## config.mk

```make
export PLATFORM = sky130hd
export DESIGN_NAME = metaball_pixel_shader_top
export DESIGN_NICKNAME = d
export VERILOG_FILES = /design/src/hdl/mbps_pkg.sv /design/src/hdl/metaball_pixel_shader_top.sv
export SDC_FILE = /design/constraint.sdc
export NUM_CORES = 2
export LEC_CHECK = 0
export ABC_AREA = 1
export BUFFER_PORTS_ARGS = -buffer_cell sky130_fd_sc_hd__clkbuf_2
export CAP_MARGIN = 25
export CORE_MARGIN = 2
export CORE_UTILIZATION = 30
export CTS_BUF_LIST = sky130_fd_sc_hd__clkbuf_8 sky130_fd_sc_hd__clkbuf_16
export DETAILED_ROUTE_END_ITERATION = 6
export GPL_ROUTABILITY_DRIVEN = 1
export HOLD_SLACK_MARGIN = 0.15
export MAX_ROUTING_LAYER = met4
export PLACE_DENSITY = 0.55
export SETUP_SLACK_MARGIN = 0.2
export SLEW_MARGIN = 40
export SYNTH_ARGS = -nofsm -noshare
export SYNTH_HDL_FRONTEND = slang
export SYNTH_SLANG_ARGS = --single-unit
```

## constraint.sdc

```tcl
create_clock -name i_clk -period 10.82 [get_ports i_clk]
set_clock_uncertainty 0.15 [all_clocks]
set_input_delay 2.164 -clock i_clk [delete_from_list [all_inputs] [get_ports i_clk]]
set_output_delay 2.164 -clock i_clk [all_outputs]
set_load 0.01 [all_outputs]
```

## src/hdl/mbps_pkg.sv

```systemverilog
`timescale 1ns / 1ps
`default_nettype none
// ----------------------------------------------------------------------------
// mbps_pkg
// Types and constants shared by the metaball pixel shader.
// ----------------------------------------------------------------------------
package mbps_pkg;

    localparam int SCREEN_WIDTH  = 80;
    localparam int SCREEN_HEIGHT = 50;

    // Working word of the datapath, Q8.24 values and wide intermediates
    typedef logic signed [33:0] t_word;
    // Operand of the shared multiplier
    typedef logic signed [24:0] t_mop;

    localparam t_word ONE_Q24       = 34'sd16777216;
    localparam t_word THREE_HALF_PI = 34'sd79060768;
    localparam t_word TWO_PI        = 34'sd105414357;
    localparam t_word HALF_PI       = 34'sd26353589;
    localparam t_word PI_Q24        = 34'sd52707179;
    localparam t_word SIN_BIAS      = 34'sd2785856;
    localparam t_word COS_BIAS      = 34'sd8333243;
    localparam t_word SIN_DIV       = 34'sd131;
    localparam t_word COS_DIV       = 34'sd27;
    localparam t_word SQRT_LIMIT    = 34'sd127;
    localparam t_word DIST_MIN      = 34'sd100;
    localparam t_word DIST_MAX      = 34'sd10000;
    localparam t_word FALL_NUM      = t_word'(16777216 * 6 / 10);
    localparam t_word FIELD_BIAS    = t_word'(16777216 * 22 / 10);
    localparam t_word RED_GAIN      = t_word'(255 * 17);
    localparam t_word GREEN_GAIN    = t_word'(255 * 8);
    localparam t_word CH_DIV        = 34'sd10;
    localparam t_word CH_MAX        = 34'sd255;

    typedef struct packed {
        logic [6:0] pixel_col;
        logic [5:0] pixel_row;
    } t_coord;

    typedef struct packed {
        logic [7:0] red;
        logic [7:0] green;
        logic [7:0] blue;
    } t_pixel;

    // Signed divide by 4096, truncating toward zero
    function automatic t_word sdiv4096(input t_word x);
        t_word adj;
        adj = (x < 0) ? (x + t_word'(4095)) : x;
        return adj >>> 12;
    endfunction

    function automatic logic [7:0] clamp8(input t_word x);
        logic [7:0] res;
        if (x > CH_MAX) begin
            res = 8'hFF;
        end else if (x < 0) begin
            res = 8'h00;
        end else begin
            res = x[7:0];
        end
        return res;
    endfunction

endpackage
`default_nettype wire

```

## src/hdl/metaball_pixel_shader_top.sv

```systemverilog
`timescale 1ns / 1ps
`default_nettype none
// ----------------------------------------------------------------------------
// metaball_pixel_shader_top
// Shades one pixel of a three-ball metaball field in Q8.24 fixed point.
// ----------------------------------------------------------------------------
// Channel   Direction  Handshake                  Payload
// in        input      i_in_valid / o_in_ready    i_in_item  (t_coord)
// out       output     o_out_valid / i_out_ready  o_out_item (t_pixel)
// cfg       input      i_cfg_we                   i_cfg_data (frame_time)
//
// One pixel is computed step by step. A single shared restoring divider
// serves every division, including each Newton step of the three square
// roots, and the angle reduction loops subtract one turn per cycle.
// A finished pixel sits in the output register; the next item is accepted
// while it waits. Reset is synchronous and clears frame_time to zero.
// ----------------------------------------------------------------------------
module metaball_pixel_shader_top (
    input  wire                 i_clk,
    input  wire                 i_rst_n,
    input  wire                 i_in_valid,
    output logic                o_in_ready,
    input  wire mbps_pkg::t_coord i_in_item,
    output logic                o_out_valid,
    input  wire                 i_out_ready,
    output mbps_pkg::t_pixel    o_out_item,
    input  wire                 i_cfg_we,
    input  wire  [30:0]         i_cfg_data
);
    import mbps_pkg::*;

    typedef enum logic [4:0] {
        S_IDLE, S_DIV, S_U, S_V,
        S_TLOAD, S_TRED, S_TFOLD, S_TQ, S_TSQ, S_TT, S_TST, S_TSIN, S_TEND,
        S_FLOAD, S_FSQ1, S_FSQ2, S_FSCALE, S_FNEWT, S_FNEWT2, S_FDIST, S_FACC,
        S_SHADE, S_SR, S_SR2, S_SG, S_SG2, S_FIN
    } t_state;

    t_state      r_state, n_state, r_ret, n_ret;
    logic [30:0] r_time, n_time;
    logic [5:0]  r_row, n_row;
    t_word       r_u, n_u, r_v, n_v;
    t_word       r_x, n_x, r_q, n_q, r_sq, n_sq, r_n, n_n, r_sum, n_sum;
    t_word       r_trig [4];
    t_word       n_trig [4];
    logic [1:0]  r_tidx, n_tidx, r_fidx, n_fidx;
    logic        r_cos, n_cos, r_neg, n_neg, r_bneg, n_bneg;
    logic [3:0]  r_sc, n_sc;
    t_mop        r_ma, n_ma, r_mb, n_mb;
    logic [31:0] r_dq, n_dq, r_drem, n_drem, r_dvs, n_dvs;
    logic [4:0]  r_dcnt, n_dcnt;
    logic        r_dneg, n_dneg;
    logic [7:0]  r_red, n_red, r_green, n_green;
    logic        r_out_valid, n_out_valid;
    t_pixel      r_out, n_out;

    logic signed [49:0] w_prod;
    t_word              w_mul;
    t_word              w_quot;

    assign w_prod = r_ma * r_mb;
    assign w_mul  = t_word'(w_prod);
    assign w_quot = r_dneg ? -t_word'(r_dq) : t_word'(r_dq);

    assign o_in_ready  = (r_state == S_IDLE);
    assign o_out_valid = r_out_valid;
    assign o_out_item  = r_out;

    always_comb begin
        logic        d_start;
        t_word       d_dvd;
        logic [31:0] d_dvs;
        t_state      d_ret;
        logic [32:0] rem_sh;
        t_word       tmp_a;
        t_word       tmp_b;
        t_word       diff;

        n_state = r_state;  n_ret = r_ret;  n_time = r_time;
        n_row = r_row;  n_u = r_u;  n_v = r_v;
        n_x = r_x;  n_q = r_q;  n_sq = r_sq;  n_n = r_n;  n_sum = r_sum;
        n_trig = r_trig;  n_tidx = r_tidx;  n_fidx = r_fidx;
        n_cos = r_cos;  n_neg = r_neg;  n_bneg = r_bneg;  n_sc = r_sc;
        n_ma = r_ma;  n_mb = r_mb;
        n_dq = r_dq;  n_drem = r_drem;  n_dvs = r_dvs;
        n_dcnt = r_dcnt;  n_dneg = r_dneg;
        n_red = r_red;  n_green = r_green;
        n_out_valid = r_out_valid;  n_out = r_out;
        d_start = 1'b0;  d_dvd = '0;  d_dvs = '0;  d_ret = S_IDLE;
        rem_sh = '0;  tmp_a = '0;  tmp_b = '0;  diff = '0;

        if (i_cfg_we) begin
            n_time = i_cfg_data;
        end
        if (r_out_valid && i_out_ready) begin
            n_out_valid = 1'b0;
        end

        unique case (r_state)
            S_IDLE: begin
                if (i_in_valid) begin
                    n_row   = i_in_item.pixel_row;
                    d_start = 1'b1;
                    d_dvd   = (t_word'({i_in_item.pixel_col, 1'b0})
                               - t_word'(SCREEN_WIDTH)) <<< 24;
                    d_dvs   = 32'(SCREEN_HEIGHT);
                    d_ret   = S_U;
                end
            end
            S_DIV: begin
                // one restoring step per cycle
                rem_sh = {r_drem, r_dq[31]};
                if (rem_sh >= {1'b0, r_dvs}) begin
                    n_drem = 32'(rem_sh - {1'b0, r_dvs});
                    n_dq   = {r_dq[30:0], 1'b1};
                end else begin
                    n_drem = rem_sh[31:0];
                    n_dq   = {r_dq[30:0], 1'b0};
                end
                n_dcnt = r_dcnt + 5'd1;
                if (r_dcnt == 5'd31) begin
                    n_state = r_ret;
                end
            end
            S_U: begin
                n_u     = w_quot;
                d_start = 1'b1;
                d_dvd   = (t_word'({r_row, 1'b0}) - t_word'(SCREEN_HEIGHT)) <<< 24;
                d_dvs   = 32'(SCREEN_HEIGHT);
                d_ret   = S_V;
            end
            S_V: begin
                n_v     = w_quot;
                n_tidx  = 2'd0;
                n_state = S_TLOAD;
            end
            S_TLOAD: begin
                case (r_tidx)
                    2'd0, 2'd1: n_x = t_word'(r_time >> 1);
                    2'd2:       n_x = t_word'(r_time >> 2);
                    default:    n_x = t_word'(r_time);
                endcase
                n_cos   = (r_tidx == 2'd1);
                n_neg   = 1'b0;
                n_state = S_TRED;
            end
            S_TRED: begin
                if (r_x > THREE_HALF_PI) begin
                    n_x = r_x - TWO_PI;
                end else begin
                    n_state = S_TFOLD;
                end
            end
            S_TFOLD: begin
                if (r_cos) begin
                    // cosine past the quarter turn: negated sine of x - pi/2
                    if (r_x > HALF_PI) begin
                        n_x   = r_x - HALF_PI;
                        n_cos = 1'b0;
                        n_neg = 1'b1;
                    end else begin
                        n_state = S_TQ;
                    end
                end else begin
                    if (r_x > HALF_PI) begin
                        n_x = PI_Q24 - r_x;
                    end
                    n_state = S_TQ;
                end
            end
            S_TQ: begin
                tmp_a   = sdiv4096(r_x);
                n_q     = tmp_a;
                n_ma    = t_mop'(tmp_a);
                n_mb    = t_mop'(tmp_a);
                n_state = S_TSQ;
            end
            S_TSQ: begin
                n_sq    = w_mul;
                d_start = 1'b1;
                d_dvd   = w_mul;
                d_dvs   = r_cos ? COS_DIV[31:0] : SIN_DIV[31:0];
                d_ret   = S_TT;
            end
            S_TT: begin
                tmp_a   = sdiv4096(w_quot - (r_cos ? COS_BIAS : SIN_BIAS));
                n_ma    = t_mop'(r_sq >>> 12);
                n_mb    = t_mop'(tmp_a);
                n_state = S_TST;
            end
            S_TST: begin
                if (r_cos) begin
                    n_x     = ONE_Q24 + w_mul;
                    n_state = S_TEND;
                end else begin
                    n_ma    = t_mop'(r_q);
                    n_mb    = t_mop'(sdiv4096(ONE_Q24 + w_mul));
                    n_state = S_TSIN;
                end
            end
            S_TSIN: begin
                n_x     = w_mul;
                n_state = S_TEND;
            end
            S_TEND: begin
                n_trig[r_tidx] = r_neg ? -r_x : r_x;
                n_tidx         = r_tidx + 2'd1;
                if (r_tidx == 2'd3) begin
                    n_fidx  = 2'd0;
                    n_sum   = '0;
                    n_state = S_FLOAD;
                end else begin
                    n_state = S_TLOAD;
                end
            end
            S_FLOAD: begin
                tmp_a = ((r_fidx == 2'd2) ? r_trig[2] : r_trig[0]) - r_u;
                case (r_fidx)
                    2'd0:    tmp_b = r_trig[0] - r_v;
                    2'd1:    tmp_b = r_trig[1] - r_v;
                    default: tmp_b = r_trig[3] - r_v;
                endcase
                n_ma    = t_mop'(sdiv4096(tmp_a));
                n_mb    = t_mop'(sdiv4096(tmp_a));
                n_q     = sdiv4096(tmp_b);
                n_state = S_FSQ1;
            end
            S_FSQ1: begin
                n_n     = w_mul;
                n_ma    = t_mop'(r_q);
                n_mb    = t_mop'(r_q);
                n_state = S_FSQ2;
            end
            S_FSQ2: begin
                n_n     = r_n + w_mul;
                n_sc    = '0;
                n_state = S_FSCALE;
            end
            S_FSCALE: begin
                // quarter the radicand, double the root later
                if (r_n > SQRT_LIMIT) begin
                    n_n  = r_n >>> 2;
                    n_sc = r_sc + 4'd1;
                end else begin
                    n_n     = r_n <<< 24;
                    n_x     = ONE_Q24;
                    n_state = S_FNEWT;
                end
            end
            S_FNEWT: begin
                if (r_x == 0) begin
                    n_state = S_FDIST;
                end else begin
                    d_start = 1'b1;
                    d_dvd   = r_n;
                    d_dvs   = r_x[31:0];
                    d_ret   = S_FNEWT2;
                end
            end
            S_FNEWT2: begin
                tmp_a = (r_x + w_quot) >>> 1;
                diff  = tmp_a - r_x;
                n_x   = tmp_a;
                if (diff >= -t_word'(1) && diff <= t_word'(1)) begin
                    n_state = S_FDIST;
                end else begin
                    n_state = S_FNEWT;
                end
            end
            S_FDIST: begin
                tmp_a = (r_x <<< r_sc) >>> 12;
                if (tmp_a > DIST_MAX) begin
                    tmp_a = DIST_MAX;
                end else if (tmp_a < DIST_MIN) begin
                    tmp_a = DIST_MIN;
                end
                d_start = 1'b1;
                d_dvd   = FALL_NUM;
                d_dvs   = tmp_a[31:0];
                d_ret   = S_FACC;
            end
            S_FACC: begin
                n_sum  = r_sum + (w_quot <<< 12);
                n_fidx = r_fidx + 2'd1;
                if (r_fidx == 2'd2) begin
                    n_state = S_SHADE;
                end else begin
                    n_state = S_FLOAD;
                end
            end
            S_SHADE: begin
                tmp_a   = r_sum - FIELD_BIAS;
                n_bneg  = (tmp_a < 0);
                tmp_b   = sdiv4096(tmp_a + ONE_Q24);
                n_q     = tmp_b;
                n_ma    = t_mop'(tmp_b);
                n_mb    = t_mop'(RED_GAIN);
                n_state = S_SR;
            end
            S_SR: begin
                d_start = 1'b1;
                d_dvd   = w_mul;
                d_dvs   = CH_DIV[31:0];
                d_ret   = S_SR2;
            end
            S_SR2: begin
                n_red   = clamp8(sdiv4096(w_quot));
                n_ma    = t_mop'(r_q);
                n_mb    = t_mop'(GREEN_GAIN);
                n_state = S_SG;
            end
            S_SG: begin
                d_start = 1'b1;
                d_dvd   = w_mul;
                d_dvs   = CH_DIV[31:0];
                d_ret   = S_SG2;
            end
            S_SG2: begin
                n_green = clamp8(sdiv4096(w_quot));
                n_state = S_FIN;
            end
            S_FIN: begin
                // hold until the output register is free
                if (!r_out_valid || i_out_ready) begin
                    n_out.red   = r_red;
                    n_out.green = r_green;
                    n_out.blue  = r_bneg ? 8'h00 : 8'hFF;
                    n_out_valid = 1'b1;
                    n_state     = S_IDLE;
                end
            end
            default: n_state = S_IDLE;
        endcase

        if (d_start) begin
            n_dq    = (d_dvd < 0) ? 32'(-d_dvd) : 32'(d_dvd);
            n_dneg  = (d_dvd < 0);
            n_drem  = '0;
            n_dcnt  = '0;
            n_dvs   = d_dvs;
            n_ret   = d_ret;
            n_state = S_DIV;
        end
    end

    always_ff @(posedge i_clk) begin
        if (!i_rst_n) begin
            r_state     <= S_IDLE;
            r_ret       <= S_IDLE;
            r_time      <= '0;
            r_out_valid <= 1'b0;
        end else begin
            r_state     <= n_state;
            r_ret       <= n_ret;
            r_time      <= n_time;
            r_out_valid <= n_out_valid;
        end
        r_row   <= n_row;
        r_u     <= n_u;     r_v     <= n_v;
        r_x     <= n_x;     r_q     <= n_q;
        r_sq    <= n_sq;    r_n     <= n_n;    r_sum <= n_sum;
        r_trig  <= n_trig;
        r_tidx  <= n_tidx;  r_fidx  <= n_fidx;
        r_cos   <= n_cos;   r_neg   <= n_neg;  r_bneg <= n_bneg;
        r_sc    <= n_sc;
        r_ma    <= n_ma;    r_mb    <= n_mb;
        r_dq    <= n_dq;    r_drem  <= n_drem; r_dvs <= n_dvs;
        r_dcnt  <= n_dcnt;  r_dneg  <= n_dneg;
        r_red   <= n_red;   r_green <= n_green;
        r_out   <= n_out;
    end

endmodule
`default_nettype wire
```

# Word level (Yosys, flattened, before mapping)
# Index checks and enable logic that the tools add are counted.
word_totals:
  ff_bits: 616
  in_bits: 49
classes:
  addsub: 32
  mul: 1
  magnitude_cmp: 21
  n_eq_ne: 52
  shifts: 1
  n_mux: 83
  bitwise: 3
  reduce_logical: 37
ops:
  columns: ["cell", "count"]
  rows:
  - ["$mux 34", 22]
  - ["$lt 34x1->1 const B", 9]
  - ["$add 34x13->34 const B", 7]
  - ["$pmux 34 s7", 1]
  - ["$mux 32", 7]
  - ["$pmux 32 s6", 1]
  - ["$pmux 25 s7", 1]
  - ["$pmux 34 s5", 1]
  - ["$pmux 25 s6", 1]
  - ["$bwmux 136", 1]
  - ["$pmux 34 s2", 2]
  - ["$sub 34x34->34", 4]
  - ["$pmux 5 s22", 1]
  - ["$add 34x34->34", 3]
  - ["$pmux 34 s3", 1]
  - ["$pmux 25 s3", 1]
  - ["$demux 34 s2", 1]
  - ["$pmux 31 s2", 1]
  - ["$eq 5x5->1 const B", 12]
  - ["$mux 25", 2]
  - ["$mux 5", 9]
  - ["$eq 5x4->1 const B", 8]
  - ["$pmux 5 s7", 1]
  - ["$add 26x34->34 const A", 1]
  - ["70 further kinds", 132]

# Depth between registers and ports, before layout
depth:
  word_depth: 9
  ltp_mapped: 48

# Worst setup path before layout
# OpenSTA, ideal clock, no wires.
synth_timing:
  path_kind: "flip-flop to flip-flop"
  start: "register r_x[1]"
  end: "register r_x[0] (enable)"
  setup_ns: 0.609
  arrival_ns: 7.539
  required_ns: 10.061
  slack_ns: 2.522
  stages_incl_launch_ff: 16
  period_less_slack_ns: 8.298
  path_cell_list: "edfxtp_1 > inv_1 > ha_1 > inv_1 > a21oi_1 > nor2_1 > nand2_1 > a211oi_1 > a21oi_1 > o21ai_0 > nand2_1 > nand2_1 > o21ai_0 > inv_1 > nor2_1 > a2111oi_0"
synth_via:
  elab_chain_cells: 3
  elab_cells_between_ends: 5
  classes_between: "order compare: 2; eq/ne: 2; reduce/logical: 1"
synth_rtl:
  columns: ["element", "line_no", "text"]
  rows:
  - ["from (decl)", "metaball_pixel_shader_top.sv:43", "t_word r_x, n_x, r_q, n_q, r_sq, n_sq, r_n, n_n, r_sum, n_sum;"]
  - ["from (signal assigned)", "metaball_pixel_shader_top.sv:360", "r_x <= n_x; r_q <= n_q;"]
  - ["$gt 34x26->1 or $gt 34x28->1 (tied branches)", "metaball_pixel_shader_top.sv:157, metaball_pixel_shader_top.sv:165, metaball_pixel_shader_top.sv:148", null]
  - ["$ne 2x2->1 (no line)", null, null]
  - ["$reduce_and 5->1 (no line) *", null, null]
# Every way passes the cells marked *; elsewhere a longest branch is shown, timed or not.
# A chain may end at the register's enable or synchronous reset.

# Final worst setup path
layout_timing:
  start: "register r_mb[7]"
  end: "register r_mb[12], data pin"
layout_via:
  elab_chain_cells: 6
  elab_cells_between_ends: 7
  classes_between: "add/sub: 2; mul: 1; order compare: 1; mux: 3"
layout_rtl:
  columns: ["element", "line_no", "text"]
  rows:
  - ["from (decl)", "metaball_pixel_shader_top.sv:49", "t_mop r_ma, n_ma, r_mb, n_mb;"]
  - ["from (signal assigned)", "metaball_pixel_shader_top.sv:366", "r_ma <= n_ma; r_mb <= n_mb;"]
  - ["$mul 25x25->34", "metaball_pixel_shader_top.sv:61", "assign w_prod = r_ma * r_mb;"]
  - ["named net w_prod[32]", "metaball_pixel_shader_top.sv:57", "logic signed [49:0] w_prod;"]
  - ["$add 26x34->34", "metaball_pixel_shader_top.sv:197", "n_mb = t_mop'(sdiv4096(ONE_Q24 + w_mul));"]
  - ["$lt 34x1->1", "mbps_pkg.sv:50", "adj = (x < 0) ? (x + t_word'(4095)) : x;"]
  - ["$mux 34", "mbps_pkg.sv:50", null]
  - ["$mux 25", "metaball_pixel_shader_top.sv:192", "if (r_cos) begin"]
  - ["$pmux 25 s7", "metaball_pixel_shader_top.sv:99", "unique case (r_state)"]
  - ["named net n_mb[12]", "metaball_pixel_shader_top.sv:49", null]
# The timed path passes the listed nets, and every way through them passes these cells. The select of a mux whose other input is x is not followed.

==> flow_summary_export.csv <==
group,metric,value,unit
sta,finalCriticalPeriod,9900,ps
synthesis,synth_cell_types,84,
cells_and_area,fin_nets,10162,
route,drc,1,
route,drt_first_pass_iters,7,
critical_path,cp-start-kind,"flop",
critical_path,startpoint,"r_mb[7]$_DFFE_PP_",
critical_path,worstPathArrival,10060,ps
clock_network,cts_tree,"built",
synthesis,async_flop_share,0,%
floorplan,initial_core_util,30.1,%
grt,grt_remaining_overflow,0,
clock_network,cts.sinks,576,
sta,timing.slew.headroom,33.3,%
run,maxCapViolations,0,
clock_network,cts.clk_slew.worst_paths,60,ps
clock_network,h-tree-depth,3,
placement,io_buffers,74,
route,via_count,66091,
critical_path,r2r_cells,32,
status,violations,"design-rule violations",
synthesis,syn-instance-count,9203,
route,wirelength,326,mm
synthesis,synth_seq_area_share,25.0,%
floorplan,die_x,474,µm
sta,tightest_slew,994,ps
synthesis,synth_edf_count,497,
power,power_density,110,mW/mm²
grt,antenna_found_initial,42,
power,p_leak,0.0347,µW
floorplan,pin_count,75,
cells_and_area,syn_to_final_growth,11.5,%
grt,grt_pass1_vias,62632,
sta,hold_viol,0,
synthesis,synth_top_cell_by_area,"edfxtp_1",
sta,post-route-period-util,91.5,%
synthesis,syn_area_per_cell,7.19,µm²
sta,rsz0062_at_grt,"false",
sta,finalSetupViolations,0,
synthesis,synthFlopType,"edfxtp_1",
clock_network,ctsResizeCount,0,
power,ir_worst_vdd,109,µV
critical_path,critPathKind,"flop to flop",
clock_network,cts_buffers,78,
critical_path,crit_slowest_cell,"edfxtp_1",
sta,drv_slew,0,
critical_path,critPathCapture,"r_mb[12]$_DFFE_PP_",
sta,fmax,0.101,GHz
critical_path,worstPathRequired,10990,ps
placement,placed_cells,12094,
grt,grt_pass1_wl,460,mm
placement,dp_hpwl,266,mm
placement,gp_congestion,1.10,
critical_path,r2r_start,"r_mb[7]$_DFFE_PP_",
clock_network,worstSkewPairLatency,760,ps
route,wl_per_cell,26.6,µm
synthesis,yosysMostFrequentCell,"nand2_1",
critical_path,reg2reg_to,"r_mb[12]$_DFFE_PP_",
critical_path,worst_path_largest_cell_delay,970,ps
floorplan,fp.dieH,474,µm
synthesis,ys_warn_count,0,
clock_network,post_cts_buffers,0,
grt,grt_usage,29.3,%
route,post_drt_via_cell_ratio,5.39,
route,initialDrtViolationCount,8023,
floorplan,rows,172,
synthesis,syn_area,0.0661,mm²
route,ant_nets,0,
clock_network,cts-root-buf,"clkbuf_16",
synthesis,ys_seq_elements,576,
floorplan,core_region_area,0.220,mm²
floorplan,die_area,0.224,mm²
synthesis,synthTopCellsByCount,"nand2_1 (2183), inv_1 (1669), nor2_1 (816), o21ai_0 (566), edfxtp_1 (497)",
synthesis,yosys-top-cells-area,"edfxtp_1 (23%), fa_1 (13%), nand2_1 (12%)",
synthesis,yosysTopAreaCellShare,22.6,%
clock_network,cts_buffer_depth,3,
status,status,"finished with violations",
synthesis,syn_nets,10057,
critical_path,r2r_setup_slack,920,ps
sta,fin_tns_setup,0,ps
hold_path,hold_path.class,"flop to flop",
cells_and_area,drive_above_1_share,6.87,%
clock_network,cts_hold_buf,0,
critical_path,critPathMaxFanout,25,
grt,grt_max_degree,71,
cells_and_area,fin_cells,12262,
critical_path,end_kind,"flop",
-- state kept, by name, indices dropped and copies added (netlist names), 2 cells and up --
signal / cells
r_trig: 136
r_n: 34
r_u: 34
r_v: 34
r_x: 34
r_dq: 32
r_drem: 32
r_dvs: 32
r_time: 31
r_ma: 22
r_mb: 22
r_q: 22
r_sq: 22
r_sum: 22
o_out_item: 17
r_green: 8
r_red: 8
r_row: 6
r_dcnt: 5
r_ret: 5
r_state: 5
r_sc: 4
r_fidx: 2
r_tidx: 2
-- final cells by class --
class | instances | area (µm²)
repair buffers | 306 | 2200
diodes | 18 | 45.0
clock buffers | 83 | 2070
well taps | 2871 | 3590
clock inverters | 62 | 669
multi-input cells | 6623 | 42200
fillers | 23593 | 146000
flip-flops and latches | 576 | 16500
inverters | 1723 | 6470
-- routing by layer --
layer | global-route usage, % | wire, µm
met3 | 5.62 | 30300
met1 | 40.2 | 144000
met5 | - | 0
met2 | 43.0 | 139000
met4 | 9.85 | 12900
-- cell families (layout without fill, tap and decap cells) --
group	after synthesis	after routing	share of synthesized area, %
AO/OA/AOI/OAI	1534	1534	13.6
adder cells (fa/ha/maj)	805	805	20.1
other	0	18	0
flip-flops	576	576	25.0
buffers and inverters	2004	2174	11.6
XOR/XNOR	342	342	4.70
AND/OR/NAND/NOR	3935	3935	25.1
multiplexers	7	7	0.106
-- worst max-delay path, delay by kind of cell, from the launching register on --
kind            cells  cell delay [ps]
fa+ha+maj           8             4020
flops               1              970
compound gates      4              780
simple gates       11             1950
xor+xnor            1              640
buf+inv             8              940
-- report_power, final --
group | switching (µW) | internal (µW) | total (µW)
registers | 84.1 | 2510 | 2590
clock network | 1190 | 1620 | 2810
logic | 1910 | 799 | 2710
total | 3190 | 4930 | 8120
-- metrics by stage --
step / worst slack [ps] / area (µm²) / total power, µW / util [%] / hold WS, ps
final: 924 / 73700 / 8120 / 33.6 / 265
after global routing: 644 / 73700 / 8500 / 33.6 / 280
after CTS: 866 / 73600 / 8110 / 33.5 / 268
after detailed placement: 929 / 70900 / 5270 / 32.3 / 256
after global placement: 859 / 70600 / 5260 / 32.2 / 256
after floorplan: 2520 / 66100 / 4340 / - / 250
-- worst min-delay path by stage --
| stage | end | start | cells past startpoint | slack, ps |
|---|---|---|---|---|
| after floorplan | o_out_item[10]$_DFFE_PP_ | r_green[2]$_DFFE_PP_ | 0 | 250 |
| after global placement | o_out_item[19]$_DFFE_PP_ | r_red[3]$_DFFE_PP_ | 0 | 260 |
| after detailed placement | o_out_item[17]$_DFFE_PP_ | r_red[1]$_DFFE_PP_ | 0 | 260 |
| after CTS | o_out_item[14]$_DFFE_PP_ | r_green[6]$_DFFE_PP_ | 0 | 270 |
| after global routing | o_out_item[14]$_DFFE_PP_ | r_green[6]$_DFFE_PP_ | 0 | 280 |
| final | o_out_item[14]$_DFFE_PP_ | r_green[6]$_DFFE_PP_ | 0 | 270 |
-- cell usage in the layout, fill, tap and decap left out, types with 16 or more instances in the layout --
master / instances
o21ai_1: 36
o2111ai_1: 17
nor4_1: 32
buf_4: 213
o21ai_0: 545
edfxtp_1: 497
fa_1: 425
diode_2: 18
or2_2: 31
inv_2: 29
nand4_1: 163
o221ai_1: 48
clkbuf_16: 82
nor3_1: 110
nor2_2: 39
clkbuf_2: 74
xnor2_1: 80
a31oi_1: 43
clkinv_1: 35
o21bai_1: 31
o211ai_1: 98
nand2_2: 25
ha_1: 379
a21o_1: 36
dfxtp_1: 79
nand3b_1: 16
nand3_1: 468
a21oi_1: 479
o21a_1: 32
a21boi_0: 18
xor2_1: 247
a221oi_1: 19
inv_1: 1676
nand2_1: 2181
o22ai_1: 47
nor2_1: 798
Note: power is estimated with default switching activity, not from simulation.
